**src/design/gqdp_fifo.sv**
```systemverilog
// Small register queue with registered pointers and a fill count.
module gqdp_fifo #(
	parameter int WIDTH = 8,
	parameter int AW    = 2
) (
	input  logic             clk,
	input  logic             arst_n,
	input  logic             push,
	input  logic [WIDTH-1:0] wdata,
	output logic             full,
	input  logic             pop,
	output logic [WIDTH-1:0] rdata,
	output logic             empty
);

	localparam int DEPTH = 1 << AW;

	logic [WIDTH-1:0] mem_q [DEPTH];
	logic [AW-1:0]    wr_ptr_q;
	logic [AW-1:0]    rd_ptr_q;
	logic [AW:0]      count_q;
	logic             do_push;
	logic             do_pop;

	assign full    = (count_q == (AW + 1)'(DEPTH));
	assign empty   = (count_q == '0);
	assign do_push = push && !full;
	assign do_pop  = pop && !empty;
	assign rdata   = mem_q[rd_ptr_q];

	always_ff @(posedge clk) begin
		if (do_push) begin
			mem_q[wr_ptr_q] <= wdata;
		end
	end

	always_ff @(posedge clk or negedge arst_n) begin
		if (!arst_n) begin
			wr_ptr_q <= '0;
			rd_ptr_q <= '0;
			count_q  <= '0;
		end else begin
			if (do_push) begin
				wr_ptr_q <= wr_ptr_q + 1'b1;
			end
			if (do_pop) begin
				rd_ptr_q <= rd_ptr_q + 1'b1;
			end
			if (do_push && !do_pop) begin
				count_q <= count_q + 1'b1;
			end else if (do_pop && !do_push) begin
				count_q <= count_q - 1'b1;
			end
		end
	end

endmodule

```
**config.mk**
```make
export PLATFORM = sky130hd
export DESIGN_NAME = gqdp_fifo
export DESIGN_NICKNAME = d
export VERILOG_FILES = /design/src/design/gqdp_fifo.sv
export SDC_FILE = /design/constraint.sdc
export NUM_CORES = 1
export LEC_CHECK = 0
export ABC_AREA = 1
export CORE_MARGIN = 2
export CORE_UTILIZATION = 55
export CTS_CLUSTER_SIZE = 14
export DETAILED_ROUTE_END_ITERATION = 16
export DONT_BUFFER_PORTS = 1
export PLACE_DENSITY = 0.73
export SLEW_MARGIN = 0
export SYNTH_ARGS = -nofsm -noshare
export SYNTH_HDL_FRONTEND = slang
export SYNTH_SLANG_ARGS = --single-unit
```
**constraint.sdc**
```tcl
create_clock -name clk -period 1.8 [get_ports clk]
set_clock_uncertainty 0.05 [all_clocks]
set_input_delay 0.54 -clock clk [delete_from_list [all_inputs] [get_ports clk]]
set_output_delay 0.54 -clock clk [all_outputs]
set_load 0.02 [all_outputs]
```
==> flow_metrics.env <==
export IMPL_r2r_end="count_q[1]"
export IMPL_path_class="reg2out"
export IMPL_critPathCaptureType="primary output"
export IMPL_synth_warnings=0
export IMPL_multi_input_area_sq_um=474
export IMPL_hp_start="wdata[5]"
export IMPL_die_area_sq_um=3620
export IMPL_final_fill_count=225
export IMPL_worst_pin_slew_ns=0.353
export IMPL_cts_root_buffer="clkbuf_4"
export IMPL_die_h_microns=60.2
export IMPL_hold_class="in2reg"
export IMPL_area_delta_synth_final_pct=18.1
export IMPL_min_to="mem_q[2][5]"
export IMPL_routabilityCongestion=0.747
export IMPL_avgViaCountPerCell=4.88
export IMPL_placementRows=20
export IMPL_arrival_ns=1.35
export IMPL_hold_viol=0
export IMPL_ys_seq_elements=39
export IMPL_syn_instance_count=154
export IMPL_port_buffers=0
export IMPL_antenna_found_initial=0
export IMPL_seqCellArea_sq_um=1140
export IMPL_failed_checks="negative setup slack"
export IMPL_whs_path_depth=0
export IMPL_crit_required_ns=1.21
export IMPL_grt_pass1_wl_microns=4710
export IMPL_start_kind="flop"
export IMPL_path_max_fanout=16
export IMPL_synth_net_count=172
export IMPL_period_minus_slack_ns=1.94
export IMPL_slew_headroom_pct=76.4
export IMPL_antenna_cells=0
export IMPL_numCtsBuffers=5
export IMPL_peakVddDrop_mv=1.00
export IMPL_setup_viol=8
export IMPL_r2r_cells=9
export IMPL_initial_utilization_pct=57.3
export IMPL_htree_levels=2
export IMPL_layout_drive_gt1_share_pct=27.0
export IMPL_syn_avg_cell_area_sq_um=11.3
export IMPL_firstDrtPassIters=4
export IMPL_coreArea_sq_um=3030
export IMPL_yosysSeqAreaShare_pct=65.5
export IMPL_cts_buffer_depth=2
export IMPL_max_cap_viol_count=0
export IMPL_maxSlewViolCount=0
export IMPL_yosysTopAreaCell="edfxtp_1"
export IMPL_synthTopCellsByArea="edfxtp_1 55%, dfrtp_1 10%, nand2_1 8.9%"
export IMPL_drc=0
export IMPL_design_power_total_mw=3.38
export IMPL_fmax_mhz=517
export IMPL_grt_ovfl_total=0
export IMPL_io_pins=22
export IMPL_rsz0062_at_grt="true"
export IMPL_path_clk_slew_ns=0.12
export IMPL_status="complete, but fails checks"
export IMPL_drt_iter0_markers=41
export IMPL_min_period_over_period_pct=108
export IMPL_final_util_pct=67.6
export IMPL_ff2ff_setup_slack_ns=0.04
export IMPL_synth_commonest_cells="41 x nand2_1, 32 x edfxtp_1, 32 x inv_1"
export IMPL_ys_flop_type="edfxtp_1"
export IMPL_ant_nets=0
export IMPL_vias=1084
export IMPL_wl_per_cell_microns=14.1
export IMPL_wl_microns=3130
export IMPL_fin_nets=195
export IMPL_setup_ws_ns=-0.136
export IMPL_syn_area_sq_um=1730
export IMPL_cts_num_sinks=39
export IMPL_yosys_area_top_type_share_pct=55.4
export IMPL_r2r_start="count_q[0]"
export IMPL_synthMostInstantiatedCell="nand2_1"
export IMPL_grt_start_max_net_pins=33
export IMPL_groute_usage_overall_pct=18.9
export IMPL_synth_edff_count=32
export IMPL_leakagePower_nw=0.891
export IMPL_hpwl_microns=2000
export IMPL_async_reset_ff_share_pct=17.9
export IMPL_clkLatencyLatePin_ns=0.35
export IMPL_power_density_nw_per_um2=1650
export IMPL_first_global_vias=1058
export IMPL_dieWidth_microns=60.2
export IMPL_yosysUniqueCellTypes=16
export IMPL_cts_tree="yes"
-- per-layer routing --
metal | routed length, microns | GRT usage [%]
met4 | 69 | 6.98
met5 | 0 | 0
met2 | 1580 | 31.7
met3 | 157 | 7.79
met1 | 1320 | 21.5
-- power breakdown --
part           leakage (nW)  internal [mW]  switching (mW)
Combinational         0.486          0.628           0.983
Clock                0.0282          0.151           0.285
Sequential            0.376           1.22           0.118
Total                 0.891           1.99            1.39
-- repair_timing --
action | 4_1_cts | 5_1_grt
pin swaps | 4 | 7
endpoints found under the setup margin | 12 | 12
buffers inserted | 2 | 4
gates cloned | 0 | 1
hold buffers | 1 | 0
resized for setup | 11 | 16
endpoints found under the hold margin | 7 | 0
-- sequential cells by signal, summed over array words and instances, names as in the netlist --
signal	flops
count_q	3
wr_ptr_q	2
mem_q	32
rd_ptr_q	2
-- worst max-delay path, stage by stage (launching register included) --
cell and delay, ns:
dfrtp_1 0.38, inv_2 0.08, clkbuf_16 0.17, o211ai_1 0.22
nand2_2 0.14
-- cell type report --
type | count | share of cell area, %
Clock buffer | 6 | 2.02
Clock inverter | 2 | 0.611
Multi-Input combinational cell | 77 | 23.2
Sequential cell | 39 | 55.5
Timing Repair Buffer | 20 | 9.29
Inverter | 34 | 6.72
Tap cell | 44 | 2.69
-- cell usage in the layout (no fill, tap or decap), types with 2 or more instances in the layout --
cell type and n:
nand3_1 5, nor2_1 4, edfxtp_1 32, o211ai_1 16, ha_1 4, nand2_2 9
nand3_2 2, dfrtp_1 6, buf_4 15, nand2_1 32, inv_1 26, buf_6 2
clkbuf_4 5, inv_2 5, inv_4 2
-- through the flow --
step	cell area (sq um)	hold slack, ns	std cells	setup WS (ns)	setup TNS [ns]
after detailed placement	1850	0.195	206	-0.00835	-0.00835
after CTS	1950	0.224	217	-0.154	-1.10
after floorplan	1730	0.194	154	0.0233	0
after global routing	2050	0.216	222	-0.202	-1.55
final	2050	0.229	222	-0.136	-0.909
after global placement	1850	0.195	206	0.113	0
-- cells by family after synthesis --
kind of cell	synth area share, %
adder cells (fa/ha/maj)	4.76
AND/OR/NAND/NOR	12.1
AO/OA/AOI/OAI	7.22
flip-flops	65.5
XOR/XNOR	0.505
buffers and inverters	9.88
-- worst max path at each step --
stage / from / to / slack, ns / cells past startpoint
4_1_cts: rd_ptr_q[0] / rdata[0] / -0.15 / 5
2_1_floorplan: count_q[0] / count_q[1] / 0.02 / 9
5_1_grt: rd_ptr_q[0] / rdata[7] / -0.20 / 4
6_report: rd_ptr_q[0] / rdata[7] / -0.14 / 4
3_5_place_dp: count_q[0] / count_q[1] / -0.008 / 9
3_3_place_gp: count_q[1] / count_q[1] / 0.11 / 9
Power figures use the tool's default switching activity.
