### src/design/gqdp_pkg.sv
// Shared widths, defaults, register codes and helpers for the group quantized dot product.
package gqdp_pkg;

	localparam int VALUE_W          = 8;
	localparam int SCALE_W          = 32;
	localparam int FRAC_BITS        = 30;
	localparam int PROD_SCALE_W     = 2 * SCALE_W;
	localparam int SCALE_Q_W        = PROD_SCALE_W - FRAC_BITS;
	localparam int SUM_W            = 64;
	localparam int INDEX_W          = 18;

	localparam int GROUP_SIZE_W     = 9;
	localparam int GROUPS_PER_ROW_W = 11;
	localparam int CFG_INDEX_W      = 1;
	localparam int CFG_DATA_W       = 11;

	localparam logic [GROUP_SIZE_W-1:0]     GROUP_SIZE_RESET     = 9'd64;
	localparam logic [GROUPS_PER_ROW_W-1:0] GROUPS_PER_ROW_RESET = 11'd64;

	localparam int DEF_MAX_GROUP_SIZE     = 256;
	localparam int DEF_MAX_GROUPS_PER_ROW = 1024;
	localparam int DEF_MAX_ROWS           = 262144;

	localparam int QUEUE_AW = 2;

	typedef enum logic [CFG_INDEX_W-1:0] {
		REG_GROUP_SIZE     = 1'b0,
		REG_GROUPS_PER_ROW = 1'b1
	} cfg_reg_t;

	// A product of two int8 values has magnitude at most 2^14, so a group of
	// max_gs elements needs 16 + clog2(max_gs) signed bits.
	function automatic int gacc_width(input int max_gs);
		return 2 * VALUE_W + $clog2(max_gs);
	endfunction

	function automatic int count_width(input int max_count);
		return (max_count > 1) ? $clog2(max_count) : 1;
	endfunction

endpackage

### src/design/gqdp_back.sv
// Back end: scale product, scaled group term and saturating row accumulation.
module gqdp_back
	import gqdp_pkg::*;
#(
	parameter int MAX_ROWS = DEF_MAX_ROWS,
	parameter int GACC_W   = gacc_width(DEF_MAX_GROUP_SIZE)
) (
	input  logic                     clk,
	input  logic                     arst_n,
	input  logic                     q_valid,
	input  logic signed [GACC_W-1:0] q_gacc,
	input  logic [SCALE_W-1:0]       q_act_scale,
	input  logic [SCALE_W-1:0]       q_weight_scale,
	input  logic                     q_row_last,
	output logic                     q_pop,
	input  logic                     res_full,
	output logic                     res_push,
	output logic signed [SUM_W-1:0]  res_row_sum,
	output logic [INDEX_W-1:0]       res_row_index
);

	localparam int ABS_W = GACC_W - 1;
	localparam int MAG_W = ABS_W + SCALE_Q_W;
	localparam int RW    = count_width(MAX_ROWS);

	logic                     v_s1;
	logic signed [GACC_W-1:0] gacc_s1;
	logic [SCALE_W-1:0]       act_scale_s1;
	logic [SCALE_W-1:0]       weight_scale_s1;
	logic                     last_s1;

	logic                     v_s2;
	logic [PROD_SCALE_W-1:0]  prod_s2;
	logic [ABS_W-1:0]         abs_s2;
	logic                     neg_s2;
	logic                     last_s2;

	logic                     v_s3;
	logic [MAG_W-1:0]         mag_s3;
	logic                     neg_s3;
	logic                     last_s3;

	logic signed [SUM_W-1:0]  row_acc_q;
	logic [RW-1:0]            row_cnt_q;

	logic                     advance;
	logic signed [GACC_W-1:0] gacc_neg;
	logic [ABS_W-1:0]         gacc_abs;
	logic [PROD_SCALE_W-1:0]  scale_prod;
	logic [SCALE_Q_W-1:0]     scale_q;
	logic [MAG_W-1:0]         mag;
	logic signed [SUM_W-1:0]  term;
	logic signed [SUM_W:0]    sum_wide;
	logic signed [SUM_W-1:0]  sum_sat;

	// The whole pipeline holds only when a finished row cannot enter the result queue.
	assign advance = !(v_s3 && last_s3 && res_full);
	assign q_pop   = q_valid && advance;

	assign gacc_neg   = -gacc_s1;
	assign gacc_abs   = gacc_s1[GACC_W-1] ? gacc_neg[ABS_W-1:0] : gacc_s1[ABS_W-1:0];
	assign scale_prod = act_scale_s1 * weight_scale_s1;
	assign scale_q    = prod_s2[PROD_SCALE_W-1:FRAC_BITS];
	assign mag        = MAG_W'(abs_s2) * MAG_W'(scale_q);

	always_comb begin
		term     = neg_s3 ? -SUM_W'(mag_s3) : SUM_W'(mag_s3);
		sum_wide = {row_acc_q[SUM_W-1], row_acc_q} + {term[SUM_W-1], term};
		if (sum_wide[SUM_W] != sum_wide[SUM_W-1]) begin
			sum_sat = sum_wide[SUM_W] ? {1'b1, {(SUM_W - 1){1'b0}}}
				: {1'b0, {(SUM_W - 1){1'b1}}};
		end else begin
			sum_sat = sum_wide[SUM_W-1:0];
		end
	end

	assign res_push      = v_s3 && last_s3 && advance;
	assign res_row_sum   = sum_sat;
	assign res_row_index = INDEX_W'(row_cnt_q);

	always_ff @(posedge clk or negedge arst_n) begin
		if (!arst_n) begin
			v_s1 <= 1'b0;
			v_s2 <= 1'b0;
			v_s3 <= 1'b0;
		end else if (advance) begin
			v_s1 <= q_pop;
			v_s2 <= v_s1;
			v_s3 <= v_s2;
		end
	end

	always_ff @(posedge clk) begin
		if (advance) begin
			gacc_s1         <= q_gacc;
			act_scale_s1    <= q_act_scale;
			weight_scale_s1 <= q_weight_scale;
			last_s1         <= q_row_last;
			prod_s2         <= scale_prod;
			abs_s2          <= gacc_abs;
			neg_s2          <= gacc_s1[GACC_W-1];
			last_s2         <= last_s1;
			mag_s3          <= mag;
			neg_s3          <= neg_s2;
			last_s3         <= last_s2;
		end
	end

	always_ff @(posedge clk or negedge arst_n) begin
		if (!arst_n) begin
			row_acc_q <= '0;
			row_cnt_q <= '0;
		end else if (v_s3 && advance) begin
			if (last_s3) begin
				row_acc_q <= '0;
				if (row_cnt_q == RW'(MAX_ROWS - 1)) begin
					row_cnt_q <= '0;
				end else begin
					row_cnt_q <= RW'(row_cnt_q + 1'b1);
				end
			end else begin
				row_acc_q <= sum_sat;
			end
		end
	end

endmodule

### config.mk
export PLATFORM = sky130hd
export DESIGN_NAME = gqdp_back
export DESIGN_NICKNAME = d
export VERILOG_FILES = /design/src/design/gqdp_pkg.sv /design/src/design/gqdp_back.sv
export SDC_FILE = /design/constraint.sdc
export NUM_CORES = 2
export LEC_CHECK = 0
export ABC_AREA = 1
export BUFFER_PORTS_ARGS = -buffer_cell sky130_fd_sc_hd__buf_2
export CORE_ASPECT_RATIO = 1.25
export CORE_MARGIN = 2
export CORE_UTILIZATION = 40
export CTS_BUF_LIST = sky130_fd_sc_hd__clkbuf_2
export DETAILED_ROUTE_END_ITERATION = 16
export GPL_TIMING_DRIVEN = 0
export PLACE_DENSITY_LB_ADDON = 0.15
export SLEW_MARGIN = 20
export SYNTH_ARGS = -nofsm -noshare
export SYNTH_HDL_FRONTEND = slang
export SYNTH_SLANG_ARGS = --single-unit
export TNS_END_PERCENT = 20
### constraint.sdc
create_clock -name clk -period 9.3 [get_ports clk]
set_input_delay 0.93 -clock clk [delete_from_list [all_inputs] [get_ports clk]]
set_output_delay 0.93 -clock clk [all_outputs]
set_load 0.02 [all_outputs]
==> results.ini <==
[run_status]
status = finished, final reports clean

[global_route]
grt_remaining_overflow = 0
grtUsageTotal_pct = 32.3
grt_pass1_vias = 69700
grt_pass1_wl_mm = 457
grt_max_degree = 71
antenna_found_initial = 8

[place]
gp_congestion = 1.01
port_buffers = 176
dp_cells = 12700
dpl.hpwl_mm = 268

[critical_path]
path_delay_family = adder cells
worst_path_largest_cell_delay_ns = 0.96
crit_arrival_ns = 10.15
worst_r2r_endpoint = prod_s2[44]
cp_max_fo = 10
crit_type = reg2reg
crit_path_start_kind = register
cpMostUsedCell = fa_1
required_ns = 10.50
r2r-start = weight_scale_s1[9]
rr_worst_depth = 23
r2r_slack_ns = 0.34
crit_chain = clkbuf_1, nand2_1, inv_1, fa_1, fa_1, inv_1, fa_1, fa_1, inv_1, fa_1, fa_1, fa_1, fa_1, ha_1, nand2_1, nor2_1, inv_1, nor2_1, inv_1, nor4_1, nand3_1, nand3_1, xor2_1
critical-path-slowest-cell = clkbuf_1
crit_buf_inv = 6
critical_path.endpoint_type = register

[clocking]
cts.sinks = 292
ctsResizeCount = 0
clockRootBuffer = clkbuf_2
cts_tree = done
clockBufferDepth = 3
post-cts-setup-buffer-count = 0
clock_latency_ns = 1.64
h-tree-depth = 3
numCtsBuffers = 89
path_clk_slew_ns = 0.10

[routing]
first_iter_violations = 4848
vias = 65900
vias_per_cell = 5.04
wl_per_cell_um = 24.0
drc_errors = 0
antenna_left = 0
firstDrtPassIters = 6
routed_wl_mm = 315

[timing]
finClkSkew_ns = 0.212
slew_violations = 0
final_hold_viol_count = 0
rsz0062_at_grt = false
finalSetupViolCount = 0
finalCriticalPeriod_ns = 8.96
relSlewSlack_pct = 12.0
worst_pin_slew_ns = 1.32
max_freq_mhz = 112
period_share_pct = 96.3
fin_tns_setup_ns = 0

[die]
start_util_pct = 40.3
io_pins = 177
fp-row-count = 180
die_x_um = 398
dieArea_um2 = 198000
die_y_um = 496
coreArea_um2 = 193000

[synthesis]
async_flop_share_pct = 29.1
synth_ff_type = edfxtp_1
syn_avg_cell_area_um2 = 7.76
synthesis.nets = 12200
synthCells = 10000
synth-seq-cells = 292
yosysWarnings = 0
yosysSeqAreaShare_pct = 10.7
synth-edff-count = 207
synth_cell_types = 57
syn_area_um2 = 77600

[final_layout]
final_common_cell = inv_1
mostFrequentLayoutCells = inv_1, nand2_1, fa_1
syn_to_final_growth_pct = 9.02
drive_gt1_share_pct = 4.64
nNetsFinal = 12600
stdcell_count = 13100

[min_path]
hp-class = reg2reg
whs_path_depth = 0
min_from = last_s2
hold_end = last_s3

[run]
maxCapViolCount = 0

-- area by class of cell --
| class | instances | area (um2) |
|---|---|---|
| Fill cell | 20000 | 108000 |
| Sequential cell | 292 | 8340 |
| Timing Repair Buffer | 368 | 2910 |
| Antenna cell | 9 | 22.5 |
| Clock inverter | 35 | 195 |
| Buffer | 384 | 1580 |
| Tap cell | 2548 | 3190 |
| Multi-Input combinational cell | 6444 | 56900 |
| Clock buffer | 125 | 626 |
| Inverter | 2880 | 10800 |
-- cell families after synthesis --
| logic type | after synthesis | synth area share, % |
|---|---|---|
| simple gates | 3636 | 18.5 |
| buf+inv | 3264 | 15.9 |
| fa+ha+maj | 2075 | 48.6 |
| compound gates | 534 | 4.03 |
| flops | 292 | 10.7 |
| xor+xnor | 199 | 2.25 |
-- registers in the layout, indices dropped and copies added (netlist names), 18 cells and up --
register,flops
prod_s2,34
row_acc_q,64
act_scale_s1,32
res_row_index,18
gacc_s1,24
mag_s3,57
abs_s2,23
weight_scale_s1,32
-- worst reg2reg max path: cells and delay by family (launching register included) --
kind                     cells  cell delay [ns]
adder cells (fa/ha/maj)      9             4.66
AND/OR/NAND/NOR              7             1.58
buffers and inverters        6             1.48
XOR/XNOR                     1             0.41
flip-flops                   1             0.46
-- worst max path at each step --
stage | startpoint | endpoint | cells past startpoint
after floorplan | act_scale_s1[26] | prod_s2[51] | 26
after global placement | act_scale_s1[31] | prod_s2[55] | 26
after detailed placement | weight_scale_s1[25] | prod_s2[55] | 24
after CTS | act_scale_s1[19] | prod_s2[51] | 24
after global routing | weight_scale_s1[9] | prod_s2[51] | 24
final | weight_scale_s1[9] | prod_s2[44] | 23
-- synthesized netlist by cell type (8+ instances only) --
master,count,area share [%]
xor2_1,126,1.4
buf_2,12,0.077
nor4_1,8,0.064
a31oi_1,33,0.27
nand3b_1,11,0.11
a21oi_1,221,1.4
nand4_1,30,0.24
nor2_2,10,0.081
o21a_1,13,0.13
buf_6,11,0.16
nor2_1,439,2.1
o21ai_0,135,0.87
xnor2_1,73,0.82
and3_1,13,0.10
fa_1,1565,40
o211ai_1,11,0.11
a21boi_0,11,0.11
nand2_2,43,0.35
nor3_1,67,0.43
nand2_1,2854,14
edfxtp_1,207,8.0
o21bai_1,35,0.34
inv_1,2876,14
dfrtp_1,85,2.7
nand3_1,137,0.88
clkbuf_1,359,1.7
o21ai_2,24,0.27
a21o_1,22,0.21
ha_1,510,8.2
-- stage by stage --
stage	worst slack (ns)	hold slack [ns]	util (%)	area [um2]
after global placement	0.341	0.402	42.4	81700
after floorplan	2.78	0.400	-	77600
after global routing	0.162	0.425	43.9	84600
final	0.345	0.341	43.9	84600
after CTS	0.480	0.330	43.9	84600
after detailed placement	0.584	0.408	42.5	81900
-- layer usage --
layer  wire, um  vias up  global-route usage [%]
met4      29500        0                    24.9
met5          0        -                       0
li1           -    29600                       -
met2     155000     2503                    56.5
met3      18100      891                    4.26
met1     112000    33000                    35.6
-- timing repair --
item / in CTS / in global routing
endpoints found under the hold margin: 197 / 0
hold buffers: 184 / 0
setup endpoints to repair: 0 / 0
Power is not shown: default switching activity piles up to over one toggle a cycle in this logic, so the estimate is an artifact.
