--- config.mk ---
export PLATFORM = sky130hd
export DESIGN_NAME = gqdp_front
export DESIGN_NICKNAME = d
export VERILOG_FILES = /design/src/design/gqdp_pkg.sv /design/src/design/gqdp_front.sv
export SDC_FILE = /design/constraint.sdc
export NUM_CORES = 1
export LEC_CHECK = 0
export BUFFER_PORTS_ARGS = -buffer_cell sky130_fd_sc_hd__buf_2
export CAP_MARGIN = 30
export CORE_ASPECT_RATIO = 1.5
export CORE_MARGIN = 2
export CORE_UTILIZATION = 25
export CTS_CLUSTER_SIZE = 24
export DETAILED_ROUTE_END_ITERATION = 12
export SYNTH_ARGS = -nofsm -noshare
export SYNTH_HDL_FRONTEND = slang
export SYNTH_SLANG_ARGS = --single-unit
--- constraint.sdc ---
create_clock -name clk -period 8.7 [get_ports clk]
set_clock_uncertainty 0.2 [all_clocks]
set_input_delay 1.305 -clock clk [delete_from_list [all_inputs] [get_ports clk]]
set_output_delay 1.305 -clock clk [all_outputs]
set_load 0.01 [all_outputs]
--- src/design/gqdp_pkg.sv ---
// Shared widths, defaults, register codes and helpers for the group quantized dot product.
package gqdp_pkg;

	localparam int VALUE_W          = 8;
	localparam int SCALE_W          = 32;
	localparam int FRAC_BITS        = 30;
	localparam int PROD_SCALE_W     = 2 * SCALE_W;
	localparam int SCALE_Q_W        = PROD_SCALE_W - FRAC_BITS;
	localparam int SUM_W            = 64;
	localparam int INDEX_W          = 18;

	localparam int GROUP_SIZE_W     = 9;
	localparam int GROUPS_PER_ROW_W = 11;
	localparam int CFG_INDEX_W      = 1;
	localparam int CFG_DATA_W       = 11;

	localparam logic [GROUP_SIZE_W-1:0]     GROUP_SIZE_RESET     = 9'd64;
	localparam logic [GROUPS_PER_ROW_W-1:0] GROUPS_PER_ROW_RESET = 11'd64;

	localparam int DEF_MAX_GROUP_SIZE     = 256;
	localparam int DEF_MAX_GROUPS_PER_ROW = 1024;
	localparam int DEF_MAX_ROWS           = 262144;

	localparam int QUEUE_AW = 2;

	typedef enum logic [CFG_INDEX_W-1:0] {
		REG_GROUP_SIZE     = 1'b0,
		REG_GROUPS_PER_ROW = 1'b1
	} cfg_reg_t;

	// A product of two int8 values has magnitude at most 2^14, so a group of
	// max_gs elements needs 16 + clog2(max_gs) signed bits.
	function automatic int gacc_width(input int max_gs);
		return 2 * VALUE_W + $clog2(max_gs);
	endfunction

	function automatic int count_width(input int max_count);
		return (max_count > 1) ? $clog2(max_count) : 1;
	endfunction

endpackage

--- src/design/gqdp_front.sv ---
// Front end: configuration registers, element and group counting, exact group sums.
module gqdp_front
	import gqdp_pkg::*;
#(
	parameter int MAX_GROUP_SIZE     = DEF_MAX_GROUP_SIZE,
	parameter int MAX_GROUPS_PER_ROW = DEF_MAX_GROUPS_PER_ROW,
	parameter int GACC_W             = gacc_width(DEF_MAX_GROUP_SIZE)
) (
	input  logic                     clk,
	input  logic                     arst_n,
	input  logic                     cfg_write,
	input  logic [CFG_INDEX_W-1:0]   cfg_index,
	input  logic [CFG_DATA_W-1:0]    cfg_data,
	input  logic                     push,
	input  logic signed [VALUE_W-1:0] act_value,
	input  logic signed [VALUE_W-1:0] weight_value,
	input  logic [SCALE_W-1:0]       act_scale,
	input  logic [SCALE_W-1:0]       weight_scale,
	input  logic                     q_full,
	output logic                     q_push,
	output logic signed [GACC_W-1:0] q_gacc,
	output logic [SCALE_W-1:0]       q_act_scale,
	output logic [SCALE_W-1:0]       q_weight_scale,
	output logic                     q_row_last
);

	localparam int EW   = count_width(MAX_GROUP_SIZE);
	localparam int GSW  = $clog2(MAX_GROUP_SIZE + 1);
	localparam int GCW  = (GSW > GROUP_SIZE_W) ? GSW : GROUP_SIZE_W;
	localparam int GW   = count_width(MAX_GROUPS_PER_ROW);
	localparam int GPSW = $clog2(MAX_GROUPS_PER_ROW + 1);
	localparam int GPCW = (GPSW > GROUPS_PER_ROW_W) ? GPSW : GROUPS_PER_ROW_W;

	logic [GROUP_SIZE_W-1:0]     group_size_q;
	logic [GROUPS_PER_ROW_W-1:0] groups_per_row_q;
	logic [EW-1:0]               elem_cnt_q;
	logic [GW-1:0]               group_cnt_q;
	logic signed [GACC_W-1:0]    gacc_q;

	logic [GCW-1:0]              gs_ext;
	logic [GCW-1:0]              gs_eff;
	logic [GPCW-1:0]             gpr_ext;
	logic [GPCW-1:0]             gpr_eff;
	logic                        accept;
	logic                        last_elem;
	logic                        last_group;
	logic signed [2*VALUE_W-1:0] prod;
	logic signed [GACC_W-1:0]    gacc_next;

	// Out-of-range settings act as the nearest legal value.
	always_comb begin
		gs_ext = GCW'(group_size_q);
		if (gs_ext == '0) begin
			gs_eff = GCW'(1);
		end else if (gs_ext > GCW'(MAX_GROUP_SIZE)) begin
			gs_eff = GCW'(MAX_GROUP_SIZE);
		end else begin
			gs_eff = gs_ext;
		end
		gpr_ext = GPCW'(groups_per_row_q);
		if (gpr_ext == '0) begin
			gpr_eff = GPCW'(1);
		end else if (gpr_ext > GPCW'(MAX_GROUPS_PER_ROW)) begin
			gpr_eff = GPCW'(MAX_GROUPS_PER_ROW);
		end else begin
			gpr_eff = gpr_ext;
		end
	end

	assign accept     = push && !q_full;
	assign last_elem  = (GCW'(elem_cnt_q) + GCW'(1)) >= gs_eff;
	assign last_group = (GPCW'(group_cnt_q) + GPCW'(1)) >= gpr_eff;
	assign prod       = act_value * weight_value;
	assign gacc_next  = gacc_q + GACC_W'(prod);

	assign q_push         = accept && last_elem;
	assign q_gacc         = gacc_next;
	assign q_act_scale    = act_scale;
	assign q_weight_scale = weight_scale;
	assign q_row_last     = last_group;

	always_ff @(posedge clk or negedge arst_n) begin
		if (!arst_n) begin
			group_size_q     <= GROUP_SIZE_RESET;
			groups_per_row_q <= GROUPS_PER_ROW_RESET;
		end else if (cfg_write) begin
			case (cfg_reg_t'(cfg_index))
				REG_GROUP_SIZE: begin
					group_size_q <= cfg_data[GROUP_SIZE_W-1:0];
				end
				REG_GROUPS_PER_ROW: begin
					groups_per_row_q <= cfg_data[GROUPS_PER_ROW_W-1:0];
				end
				default: begin
				end
			endcase
		end
	end

	always_ff @(posedge clk or negedge arst_n) begin
		if (!arst_n) begin
			elem_cnt_q  <= '0;
			group_cnt_q <= '0;
			gacc_q      <= '0;
		end else if (accept) begin
			if (last_elem) begin
				elem_cnt_q <= '0;
				gacc_q     <= '0;
				if (last_group) begin
					group_cnt_q <= '0;
				end else begin
					group_cnt_q <= GW'(group_cnt_q + 1'b1);
				end
			end else begin
				elem_cnt_q <= EW'(elem_cnt_q + 1'b1);
				gacc_q     <= gacc_next;
			end
		end
	end

endmodule

==> results of run 1 <==
## sequential cells by signal (all words and copies together), names as in the netlist
name,cells
gacc_q,24
group_cnt_q,10
elem_cnt_q,8
gpr_ext,11
group_size_q,9
## tightest hold or removal path, delay by kind of cell, from the launching register on
kind / cells / cell delay (ns)
AO/OA/AOI/OAI: 1 / 0.06
flip-flops: 1 / 0.35
AND/OR/NAND/NOR: 1 / 0.05
## per-layer routing
metal,vias to the layer above,wire length [um],track usage [%],part of all wire [%]
li1,2527,-,-,-
met1,2637,7160,13.4,40
met2,86,9360,20.6,52
met3,25,840,2.68,4.7
met4,0,524,4.45,2.9
met5,-,0,0,0
## final cells by class
type                            instances  area (um2)
Inverter                              121         454
Clock inverter                          7        57.6
Clock buffer                            9         225
Tap cell                              405         507
Fill cell                            3301       22500
Multi-Input combinational cell        542        5300
Sequential cell                        62        1550
Timing Repair Buffer                   67         358
## kinds of logic (layout without fill, tap and decap cells)
logic type	count (synthesis)	in the layout	synth area share (%)
AND/OR/NAND/NOR	195	195	11.9
buffers and inverters	199	204	12.6
multiplexers	25	25	3.59
XOR/XNOR	39	39	4.46
AO/OA/AOI/OAI	103	103	8.85
flip-flops	62	62	19.8
adder cells (fa/ha/maj)	180	180	38.7
## layout by cell type, fill, tap and decap left out, types with 25 or more instances in the layout
master,netlist,final
inv_1,118,118
fa_1,104,104
nand2_1,81,81
ha_1,76,76
dfrtp_1,60,60
buf_2,1,58
and2_1,36,36
nor2_1,28,28
o21ai_0,25,25
mux2_2,25,25
## per-stage QoR
stage	instance area, um2	worst slack [ns]
finish	8450	0.533
global route	8450	0.190
CTS	8450	0.479
detailed placement	8170	0.508
global placement	8160	0.580
floorplan	7840	0.717
## final timing paths
path / startpoint / endpoint / slack (ns) / cells past startpoint
min in group asynchronous: arst_n / group_cnt_q[1] / 0.93 / 2
min reg2reg: gacc_q[0] / gacc_q[0] / 0.30 / 2
max reg2reg: gacc_q[6] / gacc_q[17] / 3.34 / 17
max: act_value[7] / q_gacc[23] / 0.53 / 20
min: gacc_q[0] / gacc_q[0] / 0.30 / 2
max in group asynchronous: arst_n / elem_cnt_q[0] / 6.79 / 2
==> impl_metrics.csv, run 1 <==
group,metric,value,unit
cts,cts_buffer_depth,2,
drt,drt_iter0_markers,174,
timing,fin_crit,8.17,ns
drt,wl,17900,um
yosys,yosysWarnings,0,
yosys,syn-instance-count,803,
grt,overflow,0,
drt,first_pass_iters,5,
cts,clkTransAtPathRegs,0.06,ns
placement,portBuffers,58,
cts,cts.repair.resized,0,
yosys,ys.flop_type,"dfrtp_1",
cts,h-tree-depth,3,
drt,ant_nets,0,
timing,hold_ws,0.298,ns
yosys,synthArstFlopShare,100,%
timing,tightest_slew,0.899,ns
final_layout,final_cells,1213,
grt,grt_max_degree,63,
flow_run,maxCapViolCount,0,
drt,drc_errors,0,
timing,maxSlewHeadroom,40.0,%
yosys,synth_top_area_share,26.6,%
yosys,ys_ff_latch,62,
setup_path,start_kind,"input port",
cts,postCtsSetupBuffers,0,
timing,fin_crit_sh,93.9,%
cts,cts_buffers,9,
setup_path,path_delay_family,"adder cells",
final_layout,n_antenna_cell,0,
setup_path,crit_buf_inv,7,
timing,tns,0,ns
yosys,syn_nets,1080,
cts,hold_buffers,0,
worst_hold_path,hp-class,"reg -> reg",
floorplanning,die_area,0.0328,mm2
timing,finalHoldViolCount,0,
yosys,synth.avg_cell_area,9.76,um2
cts,cts_tree,"built",
setup_path,critPathKind,"in -> out",
yosys,synthDistinctLibCells,47,
floorplanning,dieHeight,221,um
final_layout,finish.utilization,27.3,%
setup_path,cp.arrival,6.66,ns
status,status,"finished clean",
yosys,synth_common_cells,"118 x inv_1, 104 x fa_1, 81 x nand2_1",
floorplanning,die_x,149,um
final_layout,final_nets,1080,
yosys,yosysMostFrequentCell,"inv_1",
timing,grt_setup_unrepaired,"false",
timing,report.final.setup_viol,0,
setup_path,crit_path_frequent_cell,"inv_1",
yosys,netlist_area,0.00784,mm2
drt,avgRoutedWirePerCell,14.7,um
floorplanning,design.core.area,0.0309,mm2
final_layout,drive_above_1_share,14.5,%
drt,viasPerCell,4.35,
yosys,ys_seq_area_share,19.8,%
placement,dp.cells,1197,
setup_path,slowest_stage,"fa_1",
floorplanning,num_rows,79,
yosys,synth-edff-count,0,
setup_path,path_cells,"buf_2 -> nand2_1 -> inv_1 -> fa_1 -> inv_1 -> fa_1 -> inv_1 -> fa_1 -> inv_1 -> fa_1 -> inv_1 -> ha_1 -> ha_1 -> and2_2 -> a22o_1 -> or4_1 -> a221o_1 -> a21oi_2 -> xor2_2 -> buf_2",
yosys,synth.area.top_cells,"fa_1 27%, dfrtp_1 19%, ha_1 12%",
cts,cts_root_buffer,"clkbuf_16",
placement,dpl.hpwl,15000,um
setup_path,cp_max_fo,8,
floorplanning,ioPinCount,187,
floorplanning,initial_core_util,25.3,%
timing,fmax,122,MHz
grt,grt_pass1_vias,5783,
setup_path,end_kind,"primary output",
final_layout,syn_to_final_growth,7.86,%
setup_path,cp.required,7.19,ns
placement,gp_congestion,0.856,
grt,grtUsageTotal,11.6,%
setup_path,cp_slowest_stage_delay,0.56,ns
cts,cts_sinks,62,
yosys,post-synth-top-area-cell,"fa_1",
cts,insertion_delay,0.33,ns
timing,slew_viol_final,0,
drt,via_count,5275,
grt,antenna_found_initial,0,
grt,grt_first_pass_wirelength,30200,um
Power of run 1 is left out: the tool's default activity adds up to more than one toggle a clock period on the data nets, which glitch-free logic cannot reach.
==> inputs of run 2 (changes only) <==
--- a/config.mk
+++ b/config.mk
@@ -12,6 +12,7 @@
 export CORE_UTILIZATION = 25
 export CTS_CLUSTER_SIZE = 24
 export DETAILED_ROUTE_END_ITERATION = 12
+export REMOVE_ABC_BUFFERS = 1
 export SYNTH_ARGS = -nofsm -noshare
 export SYNTH_HDL_FRONTEND = slang
 export SYNTH_SLANG_ARGS = --single-unit
==> impl_metrics.csv, run 2 (synthesis results as in run 1) <==
group,metric,value,unit
timing,fin_crit_sh,94.4,%
cts,cts_root_buffer,"clkbuf_16",
final_layout,largest_reg_flops,24,
setup_path,end_kind,"primary output",
cts,cts.repair.resized,0,
grt,grt_pass1_vias,5964,
grt,grtUsageTotal,12.9,%
setup_path,critical_path_depth,18,
final_layout,final_cell_mix,"118 x inv_1, 104 x fa_1, 81 x nand2_1, 76 x ha_1, 60 x dfrtp_1",
drt,viasPerCell,4.46,
drt,avgRoutedWirePerCell,16.7,um
setup_path,critPathKind,"in -> out",
timing,slew_viol_final,0,
worst_hold_path,whs_path_depth,2,
final_layout,final_nets,1080,
placement,portBuffers,58,
drt,wl,20200,um
drt,first_pass_iters,4,
final_layout,register_area,0.00155,mm2
final_layout,top_register,"gacc_q",
setup_path,cp.arrival,6.71,ns
setup_path,slowest_stage,"and2_1",
drt,drt_iter0_markers,214,
setup_path,endpoint,"q_gacc[23]",
setup_path,cp.required,7.19,ns
drt,ant_nets,0,
timing,maxSlewHeadroom,43.3,%
final_layout,finish.utilization,27.4,%
timing,finalHoldViolCount,0,
setup_path,reg2reg_depth,17,
cts,h-tree-depth,3,
floorplanning,num_rows,79,
placement,dp_slack,0.497,ns
final_layout,fillers,3270,
placement,dpl.hpwl,16600,um
floorplanning,initial_core_util,25.3,%
timing,report.final.setup_viol,0,
timing,grt_setup_unrepaired,"false",
setup_path,worstSetupStartpoint,"weight_value[1]",
cts,insertion_delay,0.34,ns
setup_path,start_kind,"input port",
setup_path,crit_path_frequent_cell,"fa_1",
placement,gp_congestion,0.828,
flow_run,maxCapViolCount,0,
setup_path,r2r_end,"gacc_q[23]",
setup_path,cp_slowest_stage_delay,0.60,ns
setup_path,crit_buf_inv,5,
setup_path,path_cells,"buf_2 -> and2_1 -> buf_4 -> fa_1 -> inv_1 -> fa_1 -> fa_1 -> inv_1 -> fa_1 -> ha_1 -> ha_1 -> a21o_1 -> a22o_1 -> or4_1 -> a221o_1 -> a21oi_2 -> xor2_2 -> buf_2",
cts,cts_buffer_depth,2,
status,status,"finished clean",
grt,grt_max_degree,63,
grt,grt_first_pass_wirelength,33000,um
floorplanning,dieHeight,221,um
setup_path,path_delay_family,"adder cells",
cts,cts_sinks,62,
drt,via_count,5416,
final_layout,syn_to_final_growth,8.38,%
floorplanning,design.core.area,0.0309,mm2
floorplanning,die_area,0.0328,mm2
cts,hold_buffers,0,
drt,drc_errors,0,
grt,overflow,0,
timing,fin_crit,8.21,ns
cts,clkTransAtPathRegs,0.06,ns
final_layout,n_antenna_cell,0,
cts,cts_buffers,9,
grt,antenna_found_initial,0,
cts,cts_tree,"built",
setup_path,r2r_start,"gacc_q[17]",
timing,tightest_slew,0.850,ns
floorplanning,ioPinCount,187,
setup_path,r2r_setup_slack,3.42,ns
final_layout,drive_above_1_share,14.4,%
timing,worst_slack,0.490,ns
floorplanning,die_x,149,um
final_layout,multiInputGateArea,0.00530,mm2
timing,fmax,122,MHz
cts,postCtsSetupBuffers,0,
timing,tns,0,ns
worst_hold_path,hp-class,"reg -> reg",
final_layout,layout_commonest_cell,"inv_1",
setup_path,cp_max_fo,10,
[run 2: cell count changes in the layout (fill, tap and decap cells not counted)]
cell / previous run / this run
inv_6: 3 / 1
clkinv_2: 0 / 1
bufinv_16: 0 / 2
clkbuf_8: 0 / 1
clkinvlp_4: 3 / 1
clkbuf_1: 0 / 1
clkinv_4: 1 / 0
[run 2: worst min-delay path by stage]
stage               startpoint          to  slack, ns
finish               gacc_q[0]   gacc_q[0]       0.29
global route        gacc_q[15]  gacc_q[15]       0.36
floorplan            gacc_q[0]   gacc_q[0]       0.26
detailed placement   gacc_q[0]   gacc_q[0]       0.28
CTS                  gacc_q[0]   gacc_q[0]       0.29
global placement     gacc_q[0]   gacc_q[0]       0.27
[run 2: stage by stage]
step,area [um2],std cells,hold WS (ns)
floorplan,7300,725,0.256
global placement,8170,1197,0.269
detailed placement,8170,1197,0.278
CTS,8490,1213,0.291
global route,8490,1213,0.357
finish,8490,1213,0.288
[run 2: cell type report]
type	instances	share of cell area, %
multi-input combinational	542	62.4
tap	405	5.97
clock buffer	11	2.86
sequential	62	18.3
inverter	121	5.35
timing repair buffer	67	4.21
clock inverter	5	0.958
[run 2: routing by layer]
metal	track usage [%]	vias to the layer above	routed length, um
li1	-	2521	-
met2	21.4	166	10100
met5	0.758	-	33
met1	14.9	2709	7750
met3	5.88	18	1990
met4	3.96	2	369
[run 2: worst min-delay path, delay by kind of cell, from the launching register on]
family / cells / cell delay (ns)
AOI/OAI and AO/OA: 1 / 0.06
and+or+nand+nor: 1 / 0.05
DFF: 1 / 0.35
Power of run 2 is left out for the same reason.
==> inputs of run 3 (changes only) <==
--- a/config.mk
+++ b/config.mk
@@ -6,12 +6,15 @@
 export NUM_CORES = 1
 export LEC_CHECK = 0
 export BUFFER_PORTS_ARGS = -buffer_cell sky130_fd_sc_hd__buf_2
-export CAP_MARGIN = 30
+export CAP_MARGIN = 20
+export CELL_PAD_IN_SITES_DETAIL_PLACEMENT = 0
+export CELL_PAD_IN_SITES_GLOBAL_PLACEMENT = 2
 export CORE_ASPECT_RATIO = 1.5
 export CORE_MARGIN = 2
 export CORE_UTILIZATION = 25
 export CTS_CLUSTER_SIZE = 24
 export DETAILED_ROUTE_END_ITERATION = 12
+export PLACE_DENSITY_LB_ADDON = 0.1
 export REMOVE_ABC_BUFFERS = 1
 export SYNTH_ARGS = -nofsm -noshare
 export SYNTH_HDL_FRONTEND = slang
==> impl_metrics.csv, run 3 (synthesis results as in run 1) <==
group,metric,value,unit
cts,h-tree-depth,3,
cts,clkTransAtPathRegs,0.06,ns
cts,cts_buffers,9,
worst_hold_path,hp-class,"reg -> reg",
worst_hold_path,whs_path_depth,2,
timing,report.final.setup_viol,0,
cts,hold_buffers,0,
drt,viasPerCell,4.46,
floorplanning,die_area,0.0328,mm2
grt,grt_max_degree,63,
placement,gp_congestion,0.767,
setup_path,crit_buf_inv,7,
floorplanning,initial_core_util,25.3,%
drt,drt_iter0_markers,124,
drt,first_pass_iters,4,
grt,grt_pass1_vias,6180,
final_layout,fillers,3315,
floorplanning,die_x,149,um
final_layout,final_cells,1217,
grt,antenna_found_initial,0,
grt,overflow,0,
final_layout,syn_to_final_growth,8.34,%
floorplanning,ioPinCount,187,
placement,dpl.hpwl,19100,um
placement,dp.cells,1201,
status,status,"finished clean",
setup_path,cp_max_fo,8,
timing,tns,0,ns
timing,fmax,122,MHz
placement,portBuffers,58,
final_layout,final_cell_mix,"118 x inv_1, 104 x fa_1, 81 x nand2_1, 76 x ha_1, 60 x dfrtp_1",
flow_run,maxCapViolCount,0,
drt,via_count,5422,
setup_path,cp.required,7.19,ns
setup_path,end_kind,"primary output",
setup_path,crit_path_frequent_cell,"inv_1",
setup_path,cp_slowest_stage_delay,0.63,ns
setup_path,cp.arrival,6.72,ns
setup_path,start_kind,"input port",
final_layout,n_antenna_cell,0,
drt,wl,22800,um
cts,cts_buffer_depth,2,
setup_path,path_cells,"buf_2 -> nand2_1 -> inv_1 -> fa_1 -> inv_1 -> fa_1 -> inv_1 -> fa_1 -> inv_1 -> fa_1 -> inv_1 -> ha_1 -> ha_1 -> and2_2 -> a22o_1 -> or4_1 -> a221o_1 -> a21oi_2 -> xor2_2 -> buf_2",
cts,cts_root_buffer,"clkbuf_16",
worst_hold_path,min_to,"gacc_q[0]",
timing,slew_viol_final,0,
cts,cts.repair.resized,0,
grt,grtUsageTotal,14.8,%
setup_path,slowest_stage,"fa_1",
timing,grt_setup_unrepaired,"false",
timing,fin_crit,8.23,ns
setup_path,r2r_start,"gacc_q[6]",
cts,postCtsSetupBuffers,0,
final_layout,drive_above_1_share,14.9,%
timing,tightest_slew,0.897,ns
final_layout,layout_commonest_cell,"inv_1",
setup_path,critPathKind,"in -> out",
setup_path,r2r_end,"gacc_q[22]",
setup_path,reg2reg_depth,17,
cts,cts_sinks,62,
drt,avgRoutedWirePerCell,18.7,um
timing,fin_crit_sh,94.6,%
setup_path,path_delay_family,"adder cells",
cts,cts_tree,"built",
drt,ant_nets,0,
floorplanning,dieHeight,221,um
floorplanning,num_rows,79,
final_layout,final_nets,1084,
timing,finalHoldViolCount,0,
worst_hold_path,hp-start,"gacc_q[0]",
floorplanning,design.core.area,0.0309,mm2
grt,grt_first_pass_wirelength,37100,um
final_layout,largest_reg_flops,24,
timing,maxSlewHeadroom,40.2,%
final_layout,top_register,"gacc_q",
timing,hold_ws,0.304,ns
drt,drc_errors,0,
cts,insertion_delay,0.34,ns
setup_path,r2r_setup_slack,3.35,ns
-- run 3: changes by cell type in the layout (fill, tap and decap cells not counted), sizes merged --
cell / change
clkinvlp: +1
buf: +4
inv: -1
clkinv: +3
clkbuf: -2
bufinv: -1
-- run 3: how the worst max path moves through the flow --
stage / slack (ns) / end / depth (start not counted) / start
floorplan: 0.88 / q_gacc[23] / 17 / act_value[7]
global placement: 0.42 / q_gacc[22] / 18 / weight_value[2]
detailed placement: 0.39 / q_gacc[22] / 18 / weight_value[2]
CTS: 0.39 / q_gacc[22] / 18 / weight_value[2]
global route: 0.11 / q_gacc[22] / 18 / weight_value[2]
finish: 0.47 / q_gacc[23] / 20 / weight_value[2]
-- run 3: metal layers --
layer / vias to the layer above / global-route usage (%) / part of all wire (%)
met5: - / 1.67 / 0.14
met4: 2 / 2.80 / 1.1
met3: 19 / 4.87 / 6.3
met2: 143 / 25.0 / 50
met1: 2726 / 18.3 / 43
li1: 2532 / - / -
-- run 3: through the flow --
step	area, um2	setup slack [ns]	utilization (%)
2_1_floorplan	7300	0.879	-
3_3_place_gp	8200	0.421	26.5
3_5_place_dp	8200	0.387	26.5
4_1_cts	8490	0.391	27.4
5_1_grt	8490	0.115	27.4
6_report	8490	0.474	27.4
-- run 3: final cells by class --
type / instances / area (um2) / area share (%)
clock buffers: 9 / 225 / 2.65
clock inverters: 7 / 65.1 / 0.767
inverters: 121 / 454 / 5.35
multi-input cells: 542 / 5300 / 62.4
flip-flops and latches: 62 / 1550 / 18.3
well taps: 405 / 507 / 5.97
repair buffers: 71 / 388 / 4.57
-- run 3: tightest hold or removal path, stage by stage, from the launching register on --
cell and delay, ns:
dfrtp_1 0.36, nand2_1 0.05, o21ai_0 0.06
Power of run 3 is left out for the same reason.
